<file path="config.mk">
export PLATFORM = sky130hd
export DESIGN_NAME = pmb_level_map
export DESIGN_NICKNAME = d
export VERILOG_FILES = /design/src/pmb_pkg.sv /design/src/pmb_level_map.sv
export SDC_FILE = /design/constraint.sdc
export NUM_CORES = 1
export LEC_CHECK = 0
export BUFFER_PORTS_ARGS = -buffer_cell sky130_fd_sc_hd__buf_2
export CAP_MARGIN = 20
export CORE_MARGIN = 5
export CORE_UTILIZATION = 55
export DETAILED_ROUTE_END_ITERATION = 6
export GPL_TIMING_DRIVEN = 0
export PLACE_DENSITY = 0.82
export REMOVE_ABC_BUFFERS = 1
export SLEW_MARGIN = 20
export SYNTH_ARGS = -nofsm -noshare
export SYNTH_HDL_FRONTEND = slang
export SYNTH_SLANG_ARGS = --single-unit
</file>
<file path="constraint.sdc">
create_clock -name vclk -period 11.5
set_clock_uncertainty 0.1 [all_clocks]
set_input_delay 1.15 -clock vclk [all_inputs]
set_output_delay 1.15 -clock vclk [all_outputs]
set_load 0.05 [all_outputs]
</file>
<file path="src/pmb_pkg.sv">
// Package with the types, constants and helper functions of the meter block.
package pmb_pkg;

   // Channel count limits.
   localparam int MAX_CHANNELS     = 8;
   localparam int CHANNELS_DEFAULT = 8;

   // Field widths.
   localparam int TIME_W  = 32;
   localparam int RAW_W   = 32;
   localparam int PCT_W   = 7;
   localparam int LEVEL_W = 17;
   localparam int CSR_W   = 10;
   localparam int DROP_W  = 2 * CSR_W;

   // Scale and ballistics constants.
   localparam logic signed [RAW_W-1:0] LEVEL_FLOOR   = 32'sd9600;
   localparam logic [PCT_W-1:0]        PCT_FULL      = 7'd100;
   localparam logic [LEVEL_W-1:0]      MILLI_PER_PCT = 17'd1000;
   localparam logic [CSR_W-1:0]        DECAY_CAP_MS  = 10'd1000;
   localparam logic [CSR_W-1:0]        HOLD_MS_RESET = 10'd80;
   localparam logic [CSR_W-1:0]        DECAY_RESET   = 10'd120;

   // Reciprocal constants: x/3 as (x*171)>>9, x/125 as (x*8389)>>20.
   localparam logic [15:0] RECIP_3   = 16'd171;
   localparam logic [27:0] RECIP_125 = 28'd8389;

   // Register indexes of the configuration port.
   typedef enum logic [0:0] {
      REG_HOLD_MS      = 1'b0,
      REG_DECAY_PER_MS = 1'b1
   } csr_index_type;

   typedef logic [PCT_W-1:0]   pct_type;
   typedef logic [LEVEL_W-1:0] level_type;

   // Control group handed from the top level to every channel.
   typedef struct packed {
      logic              update;
      logic              history_valid;
      logic [CSR_W-1:0]  hold_ms;
      logic [CSR_W-1:0]  decay_per_ms;
      logic [TIME_W-1:0] now_ms;
      logic [TIME_W-1:0] elapsed_ms;
   } ctrl_type;

   // Held level in thousandths of a percent to whole percent (level <= 100000).
   function automatic pct_type level_to_pct(input level_type level);
      logic [27:0] prod;
      prod = {14'd0, level[LEVEL_W-1:3]} * RECIP_125;
      return prod[26:20];
   endfunction

endpackage

</file>
<file path="src/pmb_level_map.sv">
// Maps one signed meter reading to a display percentage of 0 to 100.
module pmb_level_map (
   input  logic signed [pmb_pkg::RAW_W-1:0] raw_level,
   output pmb_pkg::pct_type                 pct
);
   import pmb_pkg::*;

   logic signed [RAW_W-1:0] offset;
   logic [8:0]              scaled;
   logic [15:0]             prod;

   // The offset lies in 1..9599 inside the sloped range; divide by 32, then by 3.
   assign offset = raw_level + LEVEL_FLOOR;
   assign scaled = offset[13:5];
   assign prod   = {7'd0, scaled} * RECIP_3;

   always_comb begin
      if (raw_level <= -LEVEL_FLOOR) begin
         pct = '0;
      end else if (raw_level >= 0) begin
         pct = PCT_FULL;
      end else begin
         pct = prod[15:9];
      end
   end

endmodule

</file>
Yosys cells after proc, flatten, opt, wreduce, memory -nomap -nowiden
Index checks and enable logic that the tools add are counted.

storage, ports and cells
  register bits = 0
  output and inout port bits = 7
  bits of input ports = 32

cells by class
  $mul = 1
  add/subtract/negate cells = 1
  mux-type cells = 2
  order comparisons = 2

operators with widths
  cell                                                                 number
  greater-or-equal comparator 32 x 1 -> 1 bit (second input constant)  1
  <= comparator 32 x 15 -> 1 bit (second input constant)               1
  multiplier 9 x 8 -> 16 bit (second input constant)                   1
  adder 14 bit (second input constant)                                 1
  2-to-1 mux 7 bit                                                     2

Longest topological paths before layout
Gate-level depths: netlist (run 1).

  word-level depth = 4
  gate-level depth with buffers = 18
  depth with buffers taken out = 18

Worst setup path before layout (run 1)
No wires, ideal clock.

  path type = input to output
  start point = in raw_level[7] in the netlist's numbering
  end point = out pct[5]
  stages = 16
  arrival = 5.760 ns
  required time = 10.250 ns
  path slack = 4.490 ns
  path buffers = 0
  cells stage by stage = inv_1 ha_1 xnor2_1 ha_1 ha_1 xnor2_1 fa_1 fa_1 inv_1 ha_1 and2_4 a221o_1 a31oi_1 o21ai_0 xnor2_1 a21oi_1

on the way
  longest elaborated chain between the ends = 4

RTL lines
  what                        RTL line             RTL
  from (decl)                 pmb_level_map.sv:3   input logic signed [pmb_pkg::RAW_W-1:0] raw_level,
  adder 14 bit                pmb_level_map.sv:13  assign offset = raw_level + LEVEL_FLOOR;
  multiplier 9 x 8 -> 16 bit  pmb_level_map.sv:15  assign prod = {7'd0, scaled} * RECIP_3;
  2-to-1 mux 7 bit            pmb_level_map.sv:20  end else if (raw_level >= 0) begin
  2-to-1 mux 7 bit (*)        pmb_level_map.sv:18  if (raw_level <= -LEVEL_FLOOR) begin
  to (decl)                   pmb_level_map.sv:4   output pmb_pkg::pct_type pct

Mark *: on every way between the ends. The rest lies on a longest branch, timed or not.

Worst setup path after layout (run 1)
  start point = in raw_level[7] in the netlist's numbering
  end point = out pct[3]

The elaborated chain is that of the path after synthesis.

==> metrics.csv, run 1 <==
stage,metric,value,unit
hold_path,Worst Hold Endpoint,pct[2],
placement,IO buf count,39,
synthesis,Area contributors post-synth,"ha_1, fa_1, inv_1",
die,Core Box Area,2780,µm²
final_layout,seq_cells,0,
routing,vias post-DR,1389,
die,Chip Height,64.2,µm
routing,Initial DRC Count,59,
critical_path,Critical Path AT,5.92,ns
routing,vias per cell,5.47,
power,Pleak,1.03,nW
die,starting density of the core,0.581,
placement,area post-placement,1840,µm²
global_routing,initial antenna violation count,0,
critical_path,crit path launch type,input port,
placement,dpl hpwl,2870,µm
final_layout,area grow syn2layout,14.0,%
routing,routed wire length,3090,µm
die,total die area,4120,µm²
sta,Final Hold Vio Count,0,
sta,Slew Limit Headroom,0.522,
synthesis,Synth cell types,39,
final_layout,share of layout cells above drive strength 1,0.215,
power,pwr/cell area,193,nW/µm²
global_routing,total global-route track usage,0.156,
hold_path,Tightest Hold Check Type,in2out,
hold_path,Worst Hold Launch,raw_level[31],
synthesis,sequential area share after synthesis,0,
synthesis,syn_area_per_cell,8.74,µm²
final_layout,clock buffers,0,
critical_path,CP Capture Type,output port,
final_layout,# nets final,314,
sta,slew of the pin with the lowest slew margin,0.713,ns
global_routing,vias in the first global route,1332,
global_routing,first-pass GRT wire length,5520,µm
sta,period utilisation layout,0.623,
synthesis,cell taking the most area after synthesis,ha_1,
final_layout,final cell count without fillers,254,
die,io pins,39,
sta,fmax,140,MHz
routing,DRT Pass-1 Iters,4,
critical_path,critical path required time,10.25,ns
placement,gp weighted congestion,0.808,
power,Max IR drop VDD,0.261,mV
hold_path,hold path cells,3,
global_routing,pin count of the biggest net entering global routing,10,
final_layout,Final Instance Area,1840,µm²
clocking,CTS Hold Bufs,0,
sta,max-slew violation count,0,
critical_path,crit-path max FO,5,
synthesis,Yosys top cell area share,0.341,
placement,placed cell count,254,
sta,worst hold slack,2.63,ns
routing,Final ANT Viol Nets,0,
clocking,setup bufs post-CTS,0,
outcome,status,completed,
synthesis,most common cell in the netlist,ha_1,
sta,min Tclk post-route,7.17,ns
sta,TNS Setup,0,ns
final_layout,Reg area,0,µm²
clocking,CTS resizes,0,
die,chip width,64.2,µm
final_layout,diode count,0,
synthesis,Synth Instances,185,
synthesis,mapped cell area,1620,µm²
synthesis,Synth Warn #,0,
routing,WL/cell,12.1,µm
synthesis,synth cell count leaders,"ha_1, inv_1, xnor2_1",
die,row cnt,19,
global_routing,Overflow after GRT,0,
routing,DRC Markers,0,
sta,Final setup violation count,0,
job,maxcap violations,0,
critical_path,CP Class,in2out,
final_layout,fin util,0.663,
sta,RSZ-0062 raised after global routing,false,
-- power by group --
group	switching (mW)	leakage (nW)	total, mW	internal [mW]
sequential	0	0	0	0
combinational	0.199	1.03	0.356	0.158
clock	0	0	0	0
-- per-layer routing --
layer,up-vias,GRT usage,part of all wire
met3,0,0.00701,0.054
met2,24,0.293,0.49
met1,655,0.210,0.46
met5,-,0,0
met4,0,0,0
li1,710,-,-
-- cell families (layout without fill, tap and decap cells) --
logic type / after synthesis / count (layout) / share of synthesized area
muxes: 2 / 2 / 0.0124
AOI/OAI and AO/OA: 27 / 27 / 0.143
buffers and inverters: 43 / 81 / 0.102
adders and majority gates: 57 / 57 / 0.502
xor gates and xnor gates: 19 / 19 / 0.108
and+or+nand+nor: 37 / 37 / 0.133
-- layout by cell type, fill, tap and decap left out, types with 2 or more instances in the layout --
cell	count
mux2i_1	2
o21ai_0	3
nand2b_1	2
nand2_1	9
buf_2	39
nand4_1	7
a21oi_1	6
xor2_1	3
ha_1	44
nor2_1	6
a21o_1	4
nor2b_1	2
nor4_1	2
o211ai_1	2
fa_1	13
inv_1	42
xnor2_1	15
-- area by class of cell --
class / count / area, µm²
multi-input combinational: 142 / 1450
fill: 249 / 938
timing repair buffer: 39 / 195
inverter: 42 / 158
tap: 31 / 38.8
-- critical path, cell delays in order --
cell,delay [ns]
buf_2,0.12
inv_1,0.12
ha_1,0.26
xnor2_1,0.44
ha_1,0.33
ha_1,0.32
xnor2_1,0.22
fa_1,0.48
fa_1,0.56
inv_1,0.05
ha_1,0.33
and2_4,0.18
a221o_1,0.38
a221oi_4,0.39
o21bai_1,0.12
xnor2_1,0.13
nor2_1,0.08
buf_2,0.26
-- metrics by stage --
stage | worst slack [ns] | power (mW)
floorplan | 4.49 | 0.297
global placement | 4.33 | 0.351
detailed placement | 4.35 | 0.359
CTS | 4.31 | 0.361
global route | 3.95 | 0.406
finish | 4.33 | 0.356
-- worst max path at each step --
stage	from	to	slack, ns
after floorplan	raw_level[7]	pct[5]	4.49
after global placement	raw_level[7]	pct[3]	4.33
after detailed placement	raw_level[7]	pct[3]	4.35
after CTS	raw_level[7]	pct[3]	4.31
after global routing	raw_level[7]	pct[5]	3.95
final	raw_level[7]	pct[3]	4.33
No activity file was read; power rests on OpenSTA's default activity.
==> run 2: changes to the inputs <==
--- a/config.mk
+++ b/config.mk
@@ -5,13 +5,14 @@
 export SDC_FILE = /design/constraint.sdc
 export NUM_CORES = 1
 export LEC_CHECK = 0
+export ABC_AREA = 1
 export BUFFER_PORTS_ARGS = -buffer_cell sky130_fd_sc_hd__buf_2
 export CAP_MARGIN = 20
 export CORE_MARGIN = 5
 export CORE_UTILIZATION = 55
 export DETAILED_ROUTE_END_ITERATION = 6
 export GPL_TIMING_DRIVEN = 0
-export PLACE_DENSITY = 0.82
+export PLACE_DENSITY = 0.8
 export REMOVE_ABC_BUFFERS = 1
 export SLEW_MARGIN = 20
 export SYNTH_ARGS = -nofsm -noshare
==> constraint.sdc (replaced) <==
create_clock -name vclk -period 7.44
set_clock_uncertainty 0.1 [all_clocks]
set_input_delay 0.744 -clock vclk [all_inputs]
set_output_delay 0.744 -clock vclk [all_outputs]
set_load 0.05 [all_outputs]
==> metrics.csv, run 2 <==
stage,metric,value,unit,change
critical_path,CP Class,in2out,,
routing,vias post-DR,1780,,+28%
routing,Final ANT Viol Nets,0,,unchanged
placement,placed cell count,364,,+43%
final_layout,area grow syn2layout,13.8,%,
synthesis,Synth Instances,279,,+51%
sta,period utilisation layout,0.827,,
clocking,CTS resizes,0,,unchanged
die,starting density of the core,0.559,,-0.0223
global_routing,Overflow after GRT,0,,unchanged
critical_path,Critical Path AT,5.31,ns,-0.61 ns
placement,gp weighted congestion,0.926,,+15%
power,Max IR drop VDD,0.222,mV,-15%
synthesis,syn_area_per_cell,6.58,µm²,-25%
synthesis,sequential area share after synthesis,0,,unchanged
sta,RSZ-0062 raised after global routing,false,,
global_routing,total global-route track usage,0.181,,+0.0243
critical_path,crit path launch type,input port,,
hold_path,Tightest Hold Check Type,in2out,,
final_layout,final cell count without fillers,364,,+43%
final_layout,Reg area,0,µm²,unchanged
routing,DRC Markers,0,,unchanged
power,pwr/cell area,278,nW/µm²,+44%
synthesis,Synth cell types,25,,-36%
synthesis,cell taking the most area after synthesis,ha_1,,
routing,routed wire length,3890,µm,+26%
synthesis,most common cell in the netlist,inv_1,,
sta,Final setup violation count,0,,unchanged
final_layout,share of layout cells above drive strength 1,0.154,,-0.0612
synthesis,Area contributors post-synth,"ha_1, fa_1, inv_1",,
placement,dpl hpwl,3580,µm,+25%
routing,DRT Pass-1 Iters,4,,unchanged
synthesis,mapped cell area,1840,µm²,+14%
critical_path,crit-path max FO,6,,+1
global_routing,pin count of the biggest net entering global routing,8,,-2
routing,vias per cell,4.89,,-11%
die,Chip Height,67.8,µm,+5.5%
final_layout,clock buffers,0,,unchanged
die,row cnt,21,,+2
synthesis,Yosys top cell area share,0.300,,-0.0406
routing,Initial DRC Count,51,,-14%
final_layout,# nets final,409,,+30%
sta,fmax,163,MHz,
sta,slew of the pin with the lowest slew margin,0.603,ns,-0.109 ns
placement,area post-placement,2090,µm²,+13%
final_layout,FILL cells,323,,+30%
job,maxcap violations,0,,unchanged
sta,TNS Setup,0,ns,unchanged
die,total die area,4590,µm²,+11%
hold_path,Worst Hold Launch,raw_level[31],,
die,Core Box Area,3280,µm²,+18%
final_layout,Final Instance Area,2090,µm²,+13%
critical_path,CP Launch Point,raw_level[7],,
critical_path,critical path required time,6.60,ns,-3.65 ns
die,io pins,39,,unchanged
final_layout,seq_cells,0,,unchanged
outcome,status,completed,,
synthesis,synth cell count leaders,"inv_1, nand2_1, ha_1",,
sta,min Tclk post-route,6.15,ns,
clocking,CTS Hold Bufs,0,,unchanged
final_layout,"commonest non-fill, non-tap cell in the layout",inv_1,,
global_routing,vias in the first global route,1655,,+24%
placement,IO buf count,39,,unchanged
power,Pleak,1.30,nW,+26%
final_layout,fin util,0.636,,-0.0268
die,chip width,67.8,µm,+5.5%
routing,WL/cell,10.7,µm,-12%
critical_path,CP Capture Type,output port,,
final_layout,diode count,0,,unchanged
sta,Final Hold Vio Count,0,,unchanged
sta,max-slew violation count,0,,unchanged
global_routing,initial antenna violation count,0,,unchanged
sta,Slew Limit Headroom,0.595,,+0.0734
global_routing,first-pass GRT wire length,6640,µm,+20%
final_layout,most frequent cells in the layout,"inv_1, nand2_1, ha_1",,
synthesis,Synth Warn #,0,,unchanged
clocking,setup bufs post-CTS,0,,unchanged
## run 2: worst paths after layout
path | to | cells after the start
hold / removal | pct[2] | 5
setup / recovery | pct[5] | 20
## run 2: worst max-delay path, stage by stage
cell,delay (ns)
buf_2,0.13
inv_1,0.15
ha_1,0.27
xnor2_1,0.50
ha_1,0.35
ha_1,0.29
inv_1,0.09
xor2_1,0.23
fa_1,0.49
fa_1,0.56
inv_1,0.05
ha_1,0.34
a21oi_1,0.18
o21ai_0,0.14
a21oi_1,0.24
nand3_1,0.10
nand2_1,0.07
nor2_1,0.04
nor2_1,0.08
buf_2,0.26
## run 2: area by class of cell
cell class | count | area, µm² | share of cell area
well taps | 46 | 57.6 | 0.0276
inverters | 68 | 255 | 0.122
repair buffers | 39 | 195 | 0.0935
multi-input cells | 211 | 1580 | 0.757
## run 2: cell families after synthesis
family | after synthesis | share of synthesized area
buffers and inverters | 68 | 0.139
and+or+nand+nor | 119 | 0.280
adders and majority gates | 57 | 0.442
AOI/OAI and AO/OA | 26 | 0.0879
xor gates and xnor gates | 9 | 0.0511
## run 2: power breakdown
group / internal (mW) / switching, mW
logic: 0.217 / 0.364
registers: 0 / 0
clock network: 0 / 0
## run 2: per-layer routing
layer / vias to the layer above / GRT usage / part of all wire
li1: 952 / - / -
met1: 804 / 0.232 / 0.46
met2: 18 / 0.343 / 0.51
met3: 6 / 0.00166 / 0.015
met4: 0 / 0.0248 / 0.014
met5: - / 0 / 0
## run 2: stage by stage
stage / power [mW] / hold WS (ns) / setup slack [ns]
2_1_floorplan: 0.458 / 1.66 / 1.48
4_1_cts: 0.578 / 1.91 / 1.31
3_3_place_gp: 0.560 / 1.92 / 1.43
3_5_place_dp: 0.574 / 1.91 / 1.34
6_report: 0.580 / 1.90 / 1.29
5_1_grt: 0.675 / 1.96 / 0.967
==> run 3: changes to the inputs <==
--- a/config.mk
+++ b/config.mk
@@ -9,10 +9,10 @@
 export BUFFER_PORTS_ARGS = -buffer_cell sky130_fd_sc_hd__buf_2
 export CAP_MARGIN = 20
 export CORE_MARGIN = 5
-export CORE_UTILIZATION = 55
+export CORE_UTILIZATION = 53
 export DETAILED_ROUTE_END_ITERATION = 6
 export GPL_TIMING_DRIVEN = 0
-export PLACE_DENSITY = 0.8
+export PLACE_DENSITY = 0.81
 export REMOVE_ABC_BUFFERS = 1
 export SLEW_MARGIN = 20
 export SYNTH_ARGS = -nofsm -noshare
==> constraint.sdc (replaced) <==
create_clock -name vclk -period 5.65
set_clock_uncertainty 0.1 [all_clocks]
set_input_delay 0.565 -clock vclk [all_inputs]
set_output_delay 0.565 -clock vclk [all_outputs]
set_load 0.05 [all_outputs]
==> metrics.csv, run 3 (synthesized netlist as in run 2, its figures left out) <==
stage,metric,value,unit,change
die,total die area,4740,µm²,+3.2%
critical_path,CP Launch Point,raw_level[7],,
critical_path,crit path launch type,input port,,
routing,DRC Markers,0,,unchanged
power,Flop pwr share,0,,unchanged
sta,Slew Limit Headroom,0.671,,+0.0764
global_routing,Overflow after GRT,0,,unchanged
global_routing,first-pass GRT wire length,6750,µm,+1.7%
routing,DRT Pass-1 Iters,4,,unchanged
sta,slew of the pin with the lowest slew margin,0.491,ns,-0.112 ns
routing,vias per cell,4.90,,+0.24%
placement,dpl hpwl,3560,µm,-0.59%
power,Max IR drop VDD,0.296,mV,+33%
critical_path,CP Capture Type,output port,,
outcome,status,completed,,
die,starting density of the core,0.550,,-0.00880
final_layout,Reg area,0,µm²,unchanged
hold_path,hold path cells,4,,-1
final_layout,seq_cells,0,,unchanged
sta,period utilisation layout,0.955,,
final_layout,share of layout cells above drive strength 1,0.169,,+0.0147
final_layout,area grow syn2layout,16.1,%,
die,row cnt,21,,unchanged
final_layout,diode count,0,,unchanged
routing,met3 wire len,43,µm,-26%
hold_path,Worst Hold Endpoint,pct[3],,
die,Chip Height,68.9,µm,+1.6%
sta,fmax,185,MHz,
final_layout,most frequent cells in the layout,"inv_1, nand2_1, ha_1",,
final_layout,# nets final,411,,+0.49%
final_layout,final cell count without fillers,366,,+0.55%
placement,IO buf count,39,,unchanged
sta,max-slew violation count,0,,unchanged
power,pwr/cell area,362,nW/µm²,+30%
die,Core Box Area,3340,µm²,+1.6%
power,total power draw,0.771,mW,+33%
hold_path,Worst Hold Launch,raw_level[31],,
power,Comb pwr share,1.000,,about the same
global_routing,total global-route track usage,0.178,,-0.00240
critical_path,crit-path max FO,5,,-1
power,Net Sw Power,0.482,mW,+32%
hold_path,Tightest Hold Check Type,in2out,,
power,clock share of power,0,,unchanged
power,Pleak,1.31,nW,+0.74%
sta,worst hold slack,1.54,ns,-0.361 ns
final_layout,"commonest non-fill, non-tap cell in the layout",inv_1,,
placement,placed cell count,364,,unchanged
power,internal power,0.289,mW,+33%
global_routing,pin count of the biggest net entering global routing,8,,unchanged
power,Sw Share,0.625,,-0.00140
sta,min Tclk post-route,5.40,ns,
routing,Top Metal Used,met4,,
critical_path,Critical Path AT,4.73,ns,-0.58 ns
die,io pins,39,,unchanged
critical_path,critical path required time,4.99,ns,-1.61 ns
final_layout,clock buffers,0,,unchanged
sta,Final Hold Vio Count,0,,unchanged
placement,gp weighted congestion,0.877,,-5.3%
routing,Initial DRC Count,58,,+14%
global_routing,vias in the first global route,1683,,+1.7%
global_routing,initial antenna violation count,0,,unchanged
final_layout,fin util,0.639,,+0.00274
routing,wl on met1,1810,µm,+0.89%
routing,routed wire length,3960,µm,+1.7%
sta,Final setup violation count,0,,unchanged
job,maxcap violations,0,,unchanged
critical_path,CP Class,in2out,,
routing,length of routed met2 wiring,2030,µm,+2.3%
routing,Final ANT Viol Nets,0,,unchanged
die,chip width,68.9,µm,+1.6%
final_layout,FILL cells,328,,+1.5%
routing,WL/cell,10.8,µm,+1.1%
routing,vias post-DR,1794,,+0.79%
run 3: changes by cell type in the layout (fill, tap and decap cells not counted), sizes merged:
| cell | delta |
|---|---|
| clkinvlp | +1 |
| buf | +1 |
| clkbuf | +1 |
| inv | -1 |
run 3: layout make-up:
type	instances	area, µm²	area share
Tap cell	46	57.6	0.0270
Timing Repair Buffer	41	213	0.0998
Multi-Input combinational cell	211	1600	0.752
Inverter	68	259	0.122
run 3: power by group through the flow:
stage	combinational (mW)	sequential (mW)	clock [mW]
final	0.771	0	0
after global placement	0.741	0	0
after floorplan	0.604	0	0
after global routing	0.906	0	0
after detailed placement	0.759	0	0
after CTS	0.766	0	0
run 3: through the flow:
stage          cell area, µm²   TNS [ns]  setup slack (ns)
2_1_floorplan            1840          0            0.0460
6_report                 2130          0             0.254
3_5_place_dp             2090  -0.000252         -0.000252
5_1_grt                  2130    -0.0201           -0.0165
3_3_place_gp             2090          0            0.0476
4_1_cts                  2100          0             0.151
run 3: critical path: stages:
cell and delay, ns:
buf_2 0.16, clkinvlp_4 0.13, ha_2 0.23, xnor2_4 0.24
ha_1 0.29, ha_1 0.29, inv_1 0.09, xor2_1 0.20
fa_1 0.49, fa_1 0.55, inv_1 0.04, ha_1 0.35
nand2_1 0.14, inv_1 0.07, nand2_1 0.07, nand3_1 0.10
a21oi_1 0.21, nand3_1 0.10, nand3_1 0.10, nand2_1 0.05
inv_1 0.04, buf_2 0.25
run 3: per-layer routing:
metal / vias to the layer above / track usage
met5: - / 0
met4: 0 / 0.0122
met3: 4 / 0.00162
met2: 16 / 0.345
met1: 812 / 0.228
li1: 962 / -
run 3: how the worst max path moves through the flow:
stage | to | slack, ns | depth (start not counted)
6_report | pct[6] | 0.25 | 22
2_1_floorplan | pct[3] | 0.05 | 17
3_3_place_gp | pct[6] | 0.05 | 22
4_1_cts | pct[5] | 0.15 | 20
3_5_place_dp | pct[5] | -0.0003 | 20
5_1_grt | pct[5] | -0.02 | 20
run 3: what timing repair did:
item | CTS | global route
resized for setup | 1 | 4
hold buffers | 0 | 0
setup endpoints to repair | 2 | 5
setup buffers | 0 | 2
