<file path="src/pmb_pkg.sv">
// Package with the types, constants and helper functions of the meter block.
package pmb_pkg;

   // Channel count limits.
   localparam int MAX_CHANNELS     = 8;
   localparam int CHANNELS_DEFAULT = 8;

   // Field widths.
   localparam int TIME_W  = 32;
   localparam int RAW_W   = 32;
   localparam int PCT_W   = 7;
   localparam int LEVEL_W = 17;
   localparam int CSR_W   = 10;
   localparam int DROP_W  = 2 * CSR_W;

   // Scale and ballistics constants.
   localparam logic signed [RAW_W-1:0] LEVEL_FLOOR   = 32'sd9600;
   localparam logic [PCT_W-1:0]        PCT_FULL      = 7'd100;
   localparam logic [LEVEL_W-1:0]      MILLI_PER_PCT = 17'd1000;
   localparam logic [CSR_W-1:0]        DECAY_CAP_MS  = 10'd1000;
   localparam logic [CSR_W-1:0]        HOLD_MS_RESET = 10'd80;
   localparam logic [CSR_W-1:0]        DECAY_RESET   = 10'd120;

   // Reciprocal constants: x/3 as (x*171)>>9, x/125 as (x*8389)>>20.
   localparam logic [15:0] RECIP_3   = 16'd171;
   localparam logic [27:0] RECIP_125 = 28'd8389;

   // Register indexes of the configuration port.
   typedef enum logic [0:0] {
      REG_HOLD_MS      = 1'b0,
      REG_DECAY_PER_MS = 1'b1
   } csr_index_type;

   typedef logic [PCT_W-1:0]   pct_type;
   typedef logic [LEVEL_W-1:0] level_type;

   // Control group handed from the top level to every channel.
   typedef struct packed {
      logic              update;
      logic              history_valid;
      logic [CSR_W-1:0]  hold_ms;
      logic [CSR_W-1:0]  decay_per_ms;
      logic [TIME_W-1:0] now_ms;
      logic [TIME_W-1:0] elapsed_ms;
   } ctrl_type;

   // Held level in thousandths of a percent to whole percent (level <= 100000).
   function automatic pct_type level_to_pct(input level_type level);
      logic [27:0] prod;
      prod = {14'd0, level[LEVEL_W-1:3]} * RECIP_125;
      return prod[26:20];
   endfunction

endpackage

</file>
<file path="src/pmb_channel.sv">
// Hold and decay state of one meter channel with its update logic.
module pmb_channel (
   input  logic               clock,
   input  logic               reset,
   input  pmb_pkg::ctrl_type  ctrl,
   input  pmb_pkg::pct_type   target_pct,
   output pmb_pkg::level_type level_next
);
   import pmb_pkg::*;

   level_type         held_level_ff, held_level_in;
   logic [TIME_W-1:0] peak_time_ff, peak_time_in;
   level_type         target;
   logic [TIME_W-1:0] age;
   logic [TIME_W-1:0] over_hold;
   logic [TIME_W-1:0] capped_elapsed;
   logic [CSR_W-1:0]  fall_ms;
   logic [DROP_W-1:0] drop;
   level_type         gap;
   level_type         take;
   logic              jump;

   assign target = {10'd0, target_pct} * MILLI_PER_PCT;
   assign jump   = !ctrl.history_valid || (target >= held_level_ff);

   // Milliseconds past the hold time, capped by the update gap and one second.
   assign age       = ctrl.now_ms - peak_time_ff;
   assign over_hold = (age > TIME_W'(ctrl.hold_ms)) ? age - TIME_W'(ctrl.hold_ms) : '0;
   assign capped_elapsed = (over_hold > ctrl.elapsed_ms) ? ctrl.elapsed_ms : over_hold;
   assign fall_ms = (capped_elapsed > TIME_W'(DECAY_CAP_MS)) ? DECAY_CAP_MS
                                                             : capped_elapsed[CSR_W-1:0];

   // The drop never takes the level below the target.
   assign drop = DROP_W'(fall_ms) * DROP_W'(ctrl.decay_per_ms);
   assign gap  = held_level_ff - target;
   assign take = (drop < DROP_W'(gap)) ? drop[LEVEL_W-1:0] : gap;

   always_comb begin
      if (jump) begin
         level_next   = target;
         peak_time_in = ctrl.now_ms;
      end else begin
         level_next   = held_level_ff - take;
         peak_time_in = peak_time_ff;
      end
      held_level_in = level_next;
   end

   // State moves only on an accepted valid reading.
   always_ff @(posedge clock) begin
      if (reset) begin
         held_level_ff <= '0;
         peak_time_ff  <= '0;
      end else if (ctrl.update) begin
         held_level_ff <= held_level_in;
         peak_time_ff  <= peak_time_in;
      end
   end

endmodule

</file>
<file path="config.mk">
export PLATFORM = sky130hd
export DESIGN_NAME = pmb_channel
export DESIGN_NICKNAME = d
export VERILOG_FILES = /design/src/pmb_pkg.sv /design/src/pmb_channel.sv
export SDC_FILE = /design/constraint.sdc
export NUM_CORES = 1
export LEC_CHECK = 0
export BUFFER_PORTS_ARGS = -buffer_cell sky130_fd_sc_hd__buf_4
export CAP_MARGIN = 20
export CORE_ASPECT_RATIO = 1.1
export CORE_MARGIN = 2
export CORE_UTILIZATION = 53
export CTS_BUF_LIST = sky130_fd_sc_hd__clkbuf_16
export DETAILED_ROUTE_END_ITERATION = 8
export HOLD_SLACK_MARGIN = 0.05
export PLACE_DENSITY = 0.72
export SYNTH_ARGS = -nofsm -noshare
export SYNTH_HDL_FRONTEND = slang
export SYNTH_SLANG_ARGS = --single-unit
</file>
<file path="constraint.sdc">
create_clock -name clock -period 43.8 [get_ports clock]
set_input_delay 13.14 -clock clock [delete_from_list [all_inputs] [get_ports clock]]
set_output_delay 13.14 -clock clock [all_outputs]
set_load 0.05 [all_outputs]
</file>
---- Word-level counts from Yosys, hierarchy flattened ----
Cells that the tools add are included.
word-level totals
  flip-flop bits (word level) ............. 49
  input port bits ......................... 95
  output and inout bits ................... 17
  logic and storage cells ................. 21
cells by class
  add/subtract/negate cells ............... 4
  multiply operators ...................... 2
  $lt $le $gt $ge ......................... 5
  mux-type cells .......................... 5
  reduce and logical (&&, ||, !) cells .... 3
operators with widths
  cell                  number
  $mux 32               2
  $mux 17               2
  $sub 17x17->17        2
  $gt 32x10->1          1
  $gt 32x10->1 const B  1
  $gt 32x32->1          1
  $sub 32x10->32        1
  $sub 32x32->32        1
  $lt 20x17->1          1
  $mul 10x10->20        1
  $ge 17x17->1          1
  $mul 7x7->14 const B  1
  $mux 10               1
  $reduce_and 2->1      1
  $logic_not 1->1       1
  $logic_or 1x1->1      1

---- Depth between registers and ports, before layout ----
Gate-level depths: netlist of the first run.
  depth after elaboration ................. 12
  mapped depth ............................ 84
  mapped depth without buffers ............ 81

---- Least setup slack after synthesis of the first run ----
OpenSTA, ideal clock, no wires.
  kind .................................... input -> output
  from .................................... input port ctrl[32] (netlist bit)
  to ...................................... output port level_next[15]
  arrival ................................. 30.016 ns
  data required time ...................... 30.660 ns
  path slack .............................. 0.644 ns
  cell stages on the path ................. 77
  buffers on the path ..................... 5
  cell sequence ........................... inv_1 > ha_1 > inv_1 > fa_1 > a211oi_2 > o21ai_2 > nand3_1 > and2_1 > xnor2_1 > ha_1 > clkbuf_1 > nor2b_1 > o21ai_0 > nand3_1 > a2111oi_2 > o2111ai_1 > nor4b_2 > clkbuf_1 > [41 not listed] > o31ai_2 > nor2_1 > mux2i_1 > ha_1 > nor2b_1 > o21ai_0 > a21boi_0 > o21ai_0 > a21boi_0 > o21ai_0 > a21boi_0 > o21ai_0 > a21boi_0 > o21ai_0 > a21oi_1 > a21boi_0 > mux2_2 > a21boi_0
between the ends
  cells in the longest elaborated chain, start to end .. 12
  elaborated cells on any way between the ends .. 13
  classes of those cells .................. add/sub: 3; mul: 1; order compare: 4; mux: 5
RTL lines
  what                                            RTL line           source
  start: declaration                              pmb_channel.sv:5   input pmb_pkg::ctrl_type ctrl,
  $sub 32x32->32 *                                pmb_channel.sv:27  assign age = ctrl.now_ms - peak_time_ff;
  $sub 32x10->32 or $gt 32x10->1 (tied branches)  pmb_channel.sv:28  assign over_hold = (age > TIME_W'(ctrl.hold_ms)) ? age - TIME_W'(ctrl.hold_ms) : '0;
  $mux 32 *                                       pmb_channel.sv:28
  $gt 32x32->1                                    pmb_channel.sv:29  assign capped_elapsed = (over_hold > ctrl.elapsed_ms) ? ctrl.elapsed_ms : over_hold;
  $mux 32 *                                       pmb_channel.sv:29
  $gt 32x10->1                                    pmb_channel.sv:30  assign fall_ms = (capped_elapsed > TIME_W'(DECAY_CAP_MS)) ? DECAY_CAP_MS
  $mux 10 *                                       pmb_channel.sv:30
  $mul 10x10->20 *                                pmb_channel.sv:34  assign drop = DROP_W'(fall_ms) * DROP_W'(ctrl.decay_per_ms);
  $lt 20x17->1                                    pmb_channel.sv:36  assign take = (drop < DROP_W'(gap)) ? drop[LEVEL_W-1:0] : gap;
  $mux 17 *                                       pmb_channel.sv:36
  $sub 17x17->17 *                                pmb_channel.sv:43  level_next = held_level_ff - take;
  $mux 17 *                                       pmb_channel.sv:39  if (jump) begin
  end: declaration                                pmb_channel.sv:7   output pmb_pkg::level_type level_next
Mark *: on every way between the ends. The rest lies on a longest branch, timed or not.

---- Final worst setup path of the first run ----
  from .................................... input port ctrl[34] (netlist bit)
  to ...................................... output port level_next[16]
Same word-level chain as after synthesis.

==> impl_metrics.tcl, run 1 <==
set metrics [dict create \
    yosysWarnings 0 \
    die-area_um2 25380 \
    clkPwrFrac_pct 3.7 \
    synth_cells 1670 \
    cp_max_fo 10 \
    post-route-period-util_pct 97.76 \
    die-height_um 166.9 \
    setup_slack_ps 983.0 \
    whs_ps 455.8 \
    cts_tree "built" \
    gp_congestion 0.9513 \
    synthArstFlopShare_pct 0 \
    finalNetCount 2149 \
    yosys.area.top_type "ha_1" \
    crit_required_ps 30660 \
    skew_ps 14.67 \
    drv_cap 0 \
    pre_cts_ws_ps 206.2 \
    slowest_stage "or4_1" \
    r2r-end "held_level_ff[16]" \
    cts_max_level 2 \
    finalMaxSlewViolations 0 \
    endpoint_kind "primary output" \
    p_int_w 0.0004811 \
    synth_area_per_cell_um2 7.654 \
    grtUsageMet3_pct 3.721 \
    grt_pass1_wl_um 56370 \
    r2r_slack_ps 27010 \
    ys_seq_area_share_pct 7.674 \
    period_needed_ps 42820 \
    power_frac_seq_pct 5.4 \
    setup_viol 0 \
    start_kind "primary input" \
    synthesis.area_um2 12780 \
    grt_usage_pct 26.54 \
    areaGrowthSynthToFinish_pct 11.47 \
    cellLeakagePower_nw 6.822 \
    max_stage_delay_ps 610 \
    antenna_cells 0 \
    combPwrFrac_pct 90.9 \
    final-hold-violation-count 0 \
    vias 11900 \
    hold_end "peak_time_ff[12]" \
    final_layout_size_suffix_gt1_share_pct 12.42 \
    antenna_found_initial 0 \
    critPathArrivalTime_ps 29680 \
    hp-class "reg -> reg" \
    viasPerCell 5.752 \
    cts_num_sinks 49 \
    p_total_w 0.001103 \
    worst-setup-path-type "in -> out" \
    grt_remaining_overflow 0 \
    fillCellCount 2182 \
    ir_drop_mv 0.1259 \
    rows 59 \
    grtUsageMet2_pct 41.83 \
    grt-busiest-layer "met2" \
    drc 0 \
    yosysTopAreaCellShare_pct 20.36 \
    grt_util_met1_pct 38.46 \
    start_util_pct 53.94 \
    hold_path.startpoint "peak_time_ff[12]" \
    wl_per_cell_um 16.56 \
    r2r_start "peak_time_ff[2]" \
    drt_wl_total_um 34250 \
    status "complete, no violations" \
    dr.pass1.iters 5 \
    synth_cell_types 91 \
    ctsLongestPathBuffers 2 \
    synth_enable_flop_cells 0 \
    hpwl_um 28740 \
    pwr_density_cell_nw_per_um2 77.42 \
    tightestPinTransition_ps 884.5 \
    grt_max_degree 53 \
    grt_pass1_vias 11490 \
    slew_headroom_pct 40.64 \
    fmax_mhz 23.36 \
    synthFlopType "dfxtp_1" \
    rr_worst_depth 75 \
    die_x_um 152.1 \
    io_pins 112 \
    yosys-top-cells-area "ha_1 (20%), fa_1 (13%), dfxtp_1 (7.7%)" \
    clk_pin_slew_ps 70 \
    drtIter0Drc 624 \
    p_sw_w 0.0006220 \
    clock-root-buffer "clkbuf_16" \
    switching_share_pct 56.39 \
    yosys_register_bits 49 \
    whs_path_depth 2 \
    insertion_delay_ps 300 \
    antenna_left 0 \
    synth_fp_nets 2057 \
    core_area_um2 23700 \
    io_buffer_count 111 \
    numCtsBuffers 5 \
]
## per-stage QoR
stage	setup TNS, ps	utilization [%]	instances	cell area, um^2
detailed placement	0	58.55	2050	13870
finish	0	60.13	2068	14250
CTS	0	59.16	2058	14020
global route	-197.2	60.13	2068	14250
global placement	0	58.55	2050	13870
floorplan	0	-	1670	12780
## cell usage after synthesis, types with 5 or more instances
cell and n:
a31oi_1 6, a21boi_0 11, ha_1 208, fa_1 84, nor4_1 10, a21oi_2 8, o211ai_1 17, o21a_1 16
nor2b_1 16, buf_1 6, a221oi_1 5, xor2_1 23, buf_4 5, xnor2_1 61, o21bai_1 10, nand3_1 19
a211oi_1 19, o21ai_0 65, o21ai_1 9, mux2_2 8, and4_1 6, mux2i_1 25, a21o_1 36, buf_2 13
nand3b_1 6, nand4_1 26, nor3_1 34, and3_1 12, or3_1 9, nand2b_1 14, clkbuf_1 20, o31ai_1 5
a21oi_1 128, a211o_1 9, nor2_1 122, and2_1 63, o31a_1 5, inv_1 213, or2_2 5, dfxtp_1 49
nand2_1 185
## worst max-delay path: cells and delay by family
family,cells,cell delay [ps]
adders and majority gates,12,4860
AOI/OAI and AO/OA,33,6390
and+or+nand+nor,18,3640
muxes,1,90
xor gates and xnor gates,3,540
buffers and inverters,9,990
## state kept, by name, indices dropped and copies added, names as in the netlist
signal         flops
held_level_ff     17
peak_time_ff      32
## repair_timing
action	4_1_cts	5_1_grt
buffers inserted	0	10
endpoints found under the setup margin	0	10
hold buffers	0	0
resized for setup	0	32
## cells by family after synthesis
| group | after synthesis | synth area share (%) |
|---|---|---|
| buf+inv | 260 | 8.056 |
| compound gates | 398 | 20.87 |
| xor+xnor | 84 | 5.756 |
| flops | 49 | 7.674 |
| simple gates | 554 | 21.47 |
| fa+ha+maj | 292 | 33.52 |
| mux | 33 | 2.663 |
## metal layers
layer,routed length (um),up-vias
li1,-,5958
met1,16390,5571
met2,14950,331
met3,2231,36
met4,672,0
met5,0,-
## worst max path at each step
stage	from	to	slack, ps	cells past startpoint
floorplan	ctrl[32]	level_next[15]	640	77
global placement	ctrl[32]	level_next[16]	590	78
detailed placement	ctrl[32]	level_next[16]	210	78
CTS	ctrl[32]	level_next[16]	150	78
global route	ctrl[32]	level_next[16]	-140	79
finish	ctrl[34]	level_next[16]	980	76
## placed cells by master (no fill, tap or decap), types with 18 or more instances in the layout
| cell | Yosys | routed |
|---|---|---|
| inv_1 | 213 | 213 |
| ha_1 | 208 | 207 |
| nand2_1 | 185 | 183 |
| buf_4 | 5 | 131 |
| a21oi_1 | 128 | 122 |
| nor2_1 | 122 | 120 |
| fa_1 | 84 | 84 |
| and2_1 | 63 | 63 |
| o21ai_0 | 65 | 60 |
| xnor2_1 | 61 | 59 |
| dfxtp_1 | 49 | 49 |
| a21o_1 | 36 | 36 |
| nor3_1 | 34 | 34 |
| nand4_1 | 26 | 26 |
| mux2i_1 | 25 | 24 |
| xor2_1 | 23 | 23 |
| a211oi_1 | 19 | 19 |
| nand3_1 | 19 | 18 |
## power groups by stage
| stage | logic (W) | registers [W] | clock network [W] |
|---|---|---|---|
| 2_1_floorplan | 0.000751 | 0.0000591 | 0 |
| 3_3_place_gp | 0.000949 | 0.0000605 | 0 |
| 3_5_place_dp | 0.000965 | 0.0000607 | 0 |
| 4_1_cts | 0.000971 | 0.0000599 | 0.0000410 |
| 5_1_grt | 0.00113 | 0.0000612 | 0.0000428 |
| 6_report | 0.00100 | 0.0000599 | 0.0000403 |
## layout make-up
type / instances / area (um^2) / area share [%]
Clock inverter: 3 / 21.27 / 0.1493
Clock buffer: 5 / 125.1 / 0.8781
Timing Repair Buffer: 132 / 994.7 / 6.981
Inverter: 213 / 799.5 / 5.611
Tap cell: 305 / 381.6 / 2.678
Sequential cell: 49 / 980.9 / 6.884
Multi-Input combinational cell: 1361 / 10950 / 76.82
(Power assumes the default switching activity.)
==> inputs of run 2 (changes only) <==
- CTS_BUF_LIST: sky130_fd_sc_hd__clkbuf_16 -> sky130_fd_sc_hd__clkbuf_8
==> run 2 against run 1 <==
Net effect:
- clock skew grew 8.8 ps
- wire length shrank 0.28%
- combinational power is essentially flat
- count of clock-buffer cells in the layout grew 1
- utilization shrank 0.26 points
- fmax is essentially flat
- critical path depth is the same
- sequential power is essentially flat
- final cell count is essentially flat
- final area shrank 0.43%
- via count grew 0.26%
- sequential share of layout area is essentially flat
==> impl_metrics.tcl, run 2 (synthesis gave the netlist of run 1 again) <==
set metrics [dict create \
    status "complete, no violations" \
    fin_area_um2 14190 \
    finalNetCount 2147 \
    crit_required_ps 30660 \
    setup_viol 0 \
    power_frac_seq_pct 5.5 \
    top_regs "peak_time_ff x32, held_level_ff x17" \
    viasPerCell 5.773 \
    antenna_cells 0 \
    insertion_delay_ps 330 \
    combPwrFrac_pct 91.7 \
    ir_drop_mv 0.1259 \
    grtUsageMet3_pct 3.643 \
    start_kind "primary input" \
    switching_share_pct 56.80 \
    fillCellCount 2190 \
    hold_path.startpoint "peak_time_ff[15]" \
    drt_wl_total_um 34150 \
    r2r_start "peak_time_ff[2]" \
    post-route-period-util_pct 97.85 \
    clkPwrFrac_pct 2.8 \
    largest_register "peak_time_ff" \
    critPathArrivalTime_ps 29720 \
    io_pins 112 \
    pwr_density_cell_nw_per_um2 76.83 \
    grt_util_met1_pct 38.36 \
    grt_usage_pct 26.40 \
    drtIter0Drc 594 \
    worst-setup-path-type "in -> out" \
    drc 0 \
    slew_headroom_pct 41.07 \
    cts_tree "built" \
    areaGrowthSynthToFinish_pct 10.99 \
    multi_input_area_um2 10950 \
    final_layout_size_suffix_gt1_share_pct 12.38 \
    fmax_mhz 23.33 \
    clk_pin_slew_ps 100 \
    grt-busiest-layer "met2" \
    die-area_um2 25380 \
    regArea_um2 980.9 \
    vias 11930 \
    numCtsBuffers 5 \
    wl_per_cell_um 16.53 \
    clock-root-buffer "clkbuf_8" \
    period_needed_ps 42860 \
    p_int_w 0.0004709 \
    drv_cap 0 \
    die-height_um 166.9 \
    p_sw_w 0.0006191 \
    start_util_pct 53.94 \
    grtUsageMet2_pct 41.66 \
    die_x_um 152.1 \
    finalMaxSlewViolations 0 \
    gp_congestion 0.9513 \
    tightestPinTransition_ps 878.0 \
    max_stage_delay_ps 610 \
    final_common_cell "inv_1" \
    grt_remaining_overflow 0 \
    slowest_stage "or4_1" \
    setup_tns_ps 0 \
    cp_max_fo 10 \
    endpoint_kind "primary output" \
    cellLeakagePower_nw 6.794 \
    antenna_found_initial 0 \
    critPathLaunch "ctrl[34]" \
    p_total_w 0.001090 \
    grt_pass1_vias 11470 \
    instances_no_fill 2066 \
    cts_num_sinks 49 \
    ctsLongestPathBuffers 2 \
    hp-class "reg -> reg" \
    largest_register_ffs 32 \
    cts_max_level 2 \
    core_area_um2 23700 \
    rows 59 \
    mostFrequentLayoutCells "inv_1 (213), ha_1 (207), nand2_1 (183)" \
    hpwl_um 28740 \
    place_area_um2 13870 \
    io_buffer_count 111 \
    grt_max_degree 53 \
    grt_pass1_wl_um 56150 \
    dp_cells 2050 \
    dr.pass1.iters 5 \
    final-hold-violation-count 0 \
    antenna_left 0 \
    skew_ps 23.49 \
]
run 2: cell count changes in the layout (fill, tap and decap cells not counted):
cell,previous run,this run
clkbuf_8,0,6
buf_4,131,129
clkbuf_16,5,0
clkinv_1,1,0
run 2: per-layer routing:
metal | vias to the layer above | part of all wire (%)
met5 | - | 0
met4 | 0 | 1.9
met3 | 37 | 6.8
met2 | 344 | 44
met1 | 5585 | 48
li1 | 5961 | -
run 2: path summary, 6_finish.rpt:
kind	end	slack, ps	cells past startpoint
hold / removal	peak_time_ff[15]	460	2
hold reg to reg	peak_time_ff[15]	460	2
setup reg to reg	held_level_ff[16]	26950	75
setup / recovery	level_next[16]	940	76
run 2: stage by stage:
stage	hold WS (ps)	utilization [%]	setup WS, ps
2_1_floorplan	436.3	-	644.3
3_3_place_gp	442.3	58.55	589.2
3_5_place_dp	447.1	58.55	206.2
4_1_cts	461.7	58.97	162.6
5_1_grt	481.3	59.87	-143.5
6_report	459.5	59.87	941.1
run 2: area by class of cell:
type | count | area share, %
Tap cell | 305 | 2.690
Clock buffer | 6 | 0.5821
Multi-Input combinational cell | 1361 | 77.15
Clock inverter | 2 | 0.1235
Sequential cell | 49 | 6.914
Inverter | 213 | 5.635
Timing Repair Buffer | 130 | 6.905
run 2: timing repair:
item,in CTS,in global routing
setup buffers,0,8
endpoints found under the setup margin,0,10
hold buffers,0,0
resized for setup,0,32
run 2: critical path, delay by kind of cell:
family / cells / cell delay (ps)
AO/OA/AOI/OAI: 33 / 6470
adder cells (fa/ha/maj): 12 / 4860
AND/OR/NAND/NOR: 18 / 3550
buffers and inverters: 9 / 990
XOR/XNOR: 3 / 580
multiplexers: 1 / 90
run 2: power by group through the flow:
stage | Sequential, W | Combinational, W | Clock (W)
final | 0.0000598 | 0.000999 | 0.0000308
after global routing | 0.0000612 | 0.00112 | 0.0000334
after CTS | 0.0000598 | 0.000971 | 0.0000317
after detailed placement | 0.0000607 | 0.000965 | 0
after global placement | 0.0000605 | 0.000949 | 0
after floorplan | 0.0000591 | 0.000751 | 0
==> inputs of run 3 (changes only) <==
- RECOVER_POWER: not set -> 50
==> run 3 against run 2 <==
Net effect:
- global-route usage did not move
- largest power group unchanged
- hold slack hardly changed
- flip-flop and latch count did not move
- critical endpoint unchanged
- clock skew is essentially flat
- the run now ends with max-capacitance violations, max-slew violations left
- first-iteration DRC count increased by 5.2%
- sequential share of layout area about the same
==> impl_metrics.tcl, run 3 (synthesis gave the netlist of run 1 again) <==
set metrics [dict create \
    finalNetCount 2147 \
    antenna_left 0 \
    worst_path_dominant_cell_family "compound AO/OA/AOI/OAI gates" \
    antenna_cells 0 \
    p_sw_w 0.0006190 \
    die-height_um 166.9 \
    drtIter0Drc 625 \
    die-area_um2 25380 \
    top_regs "peak_time_ff x32, held_level_ff x17" \
    rows 59 \
    slew_headroom_pct -1.291 \
    start_util_pct 53.94 \
    post-route-util_pct 59.84 \
    hpwl_um 28740 \
    drc 0 \
    cts_tree "built" \
    period_needed_ps 42840 \
    final_common_cell "inv_1" \
    ir_drop_mv 0.1259 \
    die_x_um 152.1 \
    mostFrequentLayoutCells "inv_1 (213), ha_1 (207), nand2_1 (183)" \
    cellLeakagePower_nw 6.786 \
    largest_register_ffs 32 \
    crit_required_ps 30660 \
    largest_register "peak_time_ff" \
    finalMaxSlewViolations 33 \
    numCtsBuffers 5 \
    wl_per_cell_um 16.51 \
    vias 11940 \
    critPathBufInv 9 \
    core_area_um2 23700 \
    clk_pin_slew_ps 100 \
    violations "max-capacitance violations, max-slew violations" \
    final-hold-violation-count 0 \
    post-route-period-util_pct 97.81 \
    pwr_density_cell_nw_per_um2 76.85 \
    status "complete, but fails checks" \
    areaGrowthSynthToFinish_pct 10.93 \
    grt_usage_pct 26.40 \
    top_layer_used "met4" \
    drv_cap 1 \
    antenna_found_initial 0 \
    endpoint_kind "primary output" \
    tightestPinTransition_ps 1519 \
    power_frac_seq_pct 5.5 \
    grt_pass1_wl_um 56150 \
    setup_viol 0 \
    combPwrFrac_pct 91.7 \
    critPathArrivalTime_ps 29700 \
    max_stage_delay_ps 610 \
    clock-root-buffer "clkbuf_8" \
    grt_pass1_vias 11470 \
    final_layout_size_suffix_gt1_share_pct 12.27 \
    io_pins 112 \
    drt-met1-wl_um 16290 \
    grt_max_degree 53 \
    drt_wl_total_um 34120 \
    start_kind "primary input" \
    cts_max_level 2 \
    setup_slack_ps 959.2 \
    pre_cts_ws_ps 206.2 \
    io_buffer_count 111 \
    gp_congestion 0.9513 \
    cp_max_fo 10 \
    cts_num_sinks 49 \
    wl_met2_um 14840 \
    ctsLongestPathBuffers 2 \
    hp-class "reg -> reg" \
    dr_wl_met3_um 2307 \
    clkPwrFrac_pct 2.8 \
    insertion_delay_ps 330 \
    worst-setup-path-type "in -> out" \
    skew_ps 23.51 \
    switching_share_pct 56.80 \
    fmax_mhz 23.34 \
    grt_remaining_overflow 0 \
    viasPerCell 5.779 \
    slowest_stage "or4_1" \
    dr.pass1.iters 5 \
    p_int_w 0.0004708 \
]
==> run 3: changes by cell type in the layout (fill, tap and decap cells not counted) <==
cell and delta:
buf_4 -2, clkbuf_1 +2
==> run 3: through the flow <==
stage	hold slack [ps]	area (um^2)	cells	power, W	TNS (ps)
final	459.5	14180	2066	0.001090	0
after detailed placement	447.1	13870	2050	0.001026	0
after CTS	461.7	13970	2058	0.001062	0
after global routing	481.3	14180	2066	0.001218	-217.7
after global placement	442.3	13870	2050	0.001009	0
after floorplan	436.3	12780	1670	0.0008106	0
==> run 3: area by class of cell <==
cell class	count	area (um^2)
clock inverter	2	17.52
multi-input combinational	1361	10950
clock buffer	6	82.58
sequential	49	980.9
inverter	213	799.5
fill	2189	9517
timing repair buffer	130	972.2
tap	305	381.6
==> run 3: worst reg2reg max path: cells and delay by family (launching register included) <==
kind | cells | cell delay, ps
adder cells (fa/ha/maj) | 12 | 4870
XOR/XNOR | 3 | 580
AND/OR/NAND/NOR | 18 | 3560
buffers and inverters | 8 | 710
flip-flops | 1 | 340
AO/OA/AOI/OAI | 34 | 6630
==> run 3: power by group through the flow <==
stage	sequential, W	combinational [W]	clock [W]
2_1_floorplan	0.0000591	0.000751	0
3_3_place_gp	0.0000605	0.000949	0
3_5_place_dp	0.0000607	0.000965	0
4_1_cts	0.0000598	0.000971	0.0000317
5_1_grt	0.0000612	0.00112	0.0000334
6_report	0.0000598	0.000999	0.0000308
==> run 3: routing by layer <==
metal	GRT usage (%)	up-vias
met5	0	-
met3	3.643	39
met2	41.66	351
met4	5.933	0
li1	-	5962
met1	38.36	5587
==> run 3: path summary, 6_finish.rpt <==
kind,startpoint,to,slack (ps),depth (start not counted)
worst max-delay path,ctrl[34],level_next[16],960,76
worst min-delay path,peak_time_ff[15],peak_time_ff[15],460,2
worst max register to register,peak_time_ff[2],held_level_ff[16],26970,75
worst min register to register,peak_time_ff[15],peak_time_ff[15],460,2
==> run 3: timing repair <==
action,CTS,global route
hold buffers,0,0
gates resized for setup,0,32
setup buffers,0,8
endpoints found under the setup margin,0,10
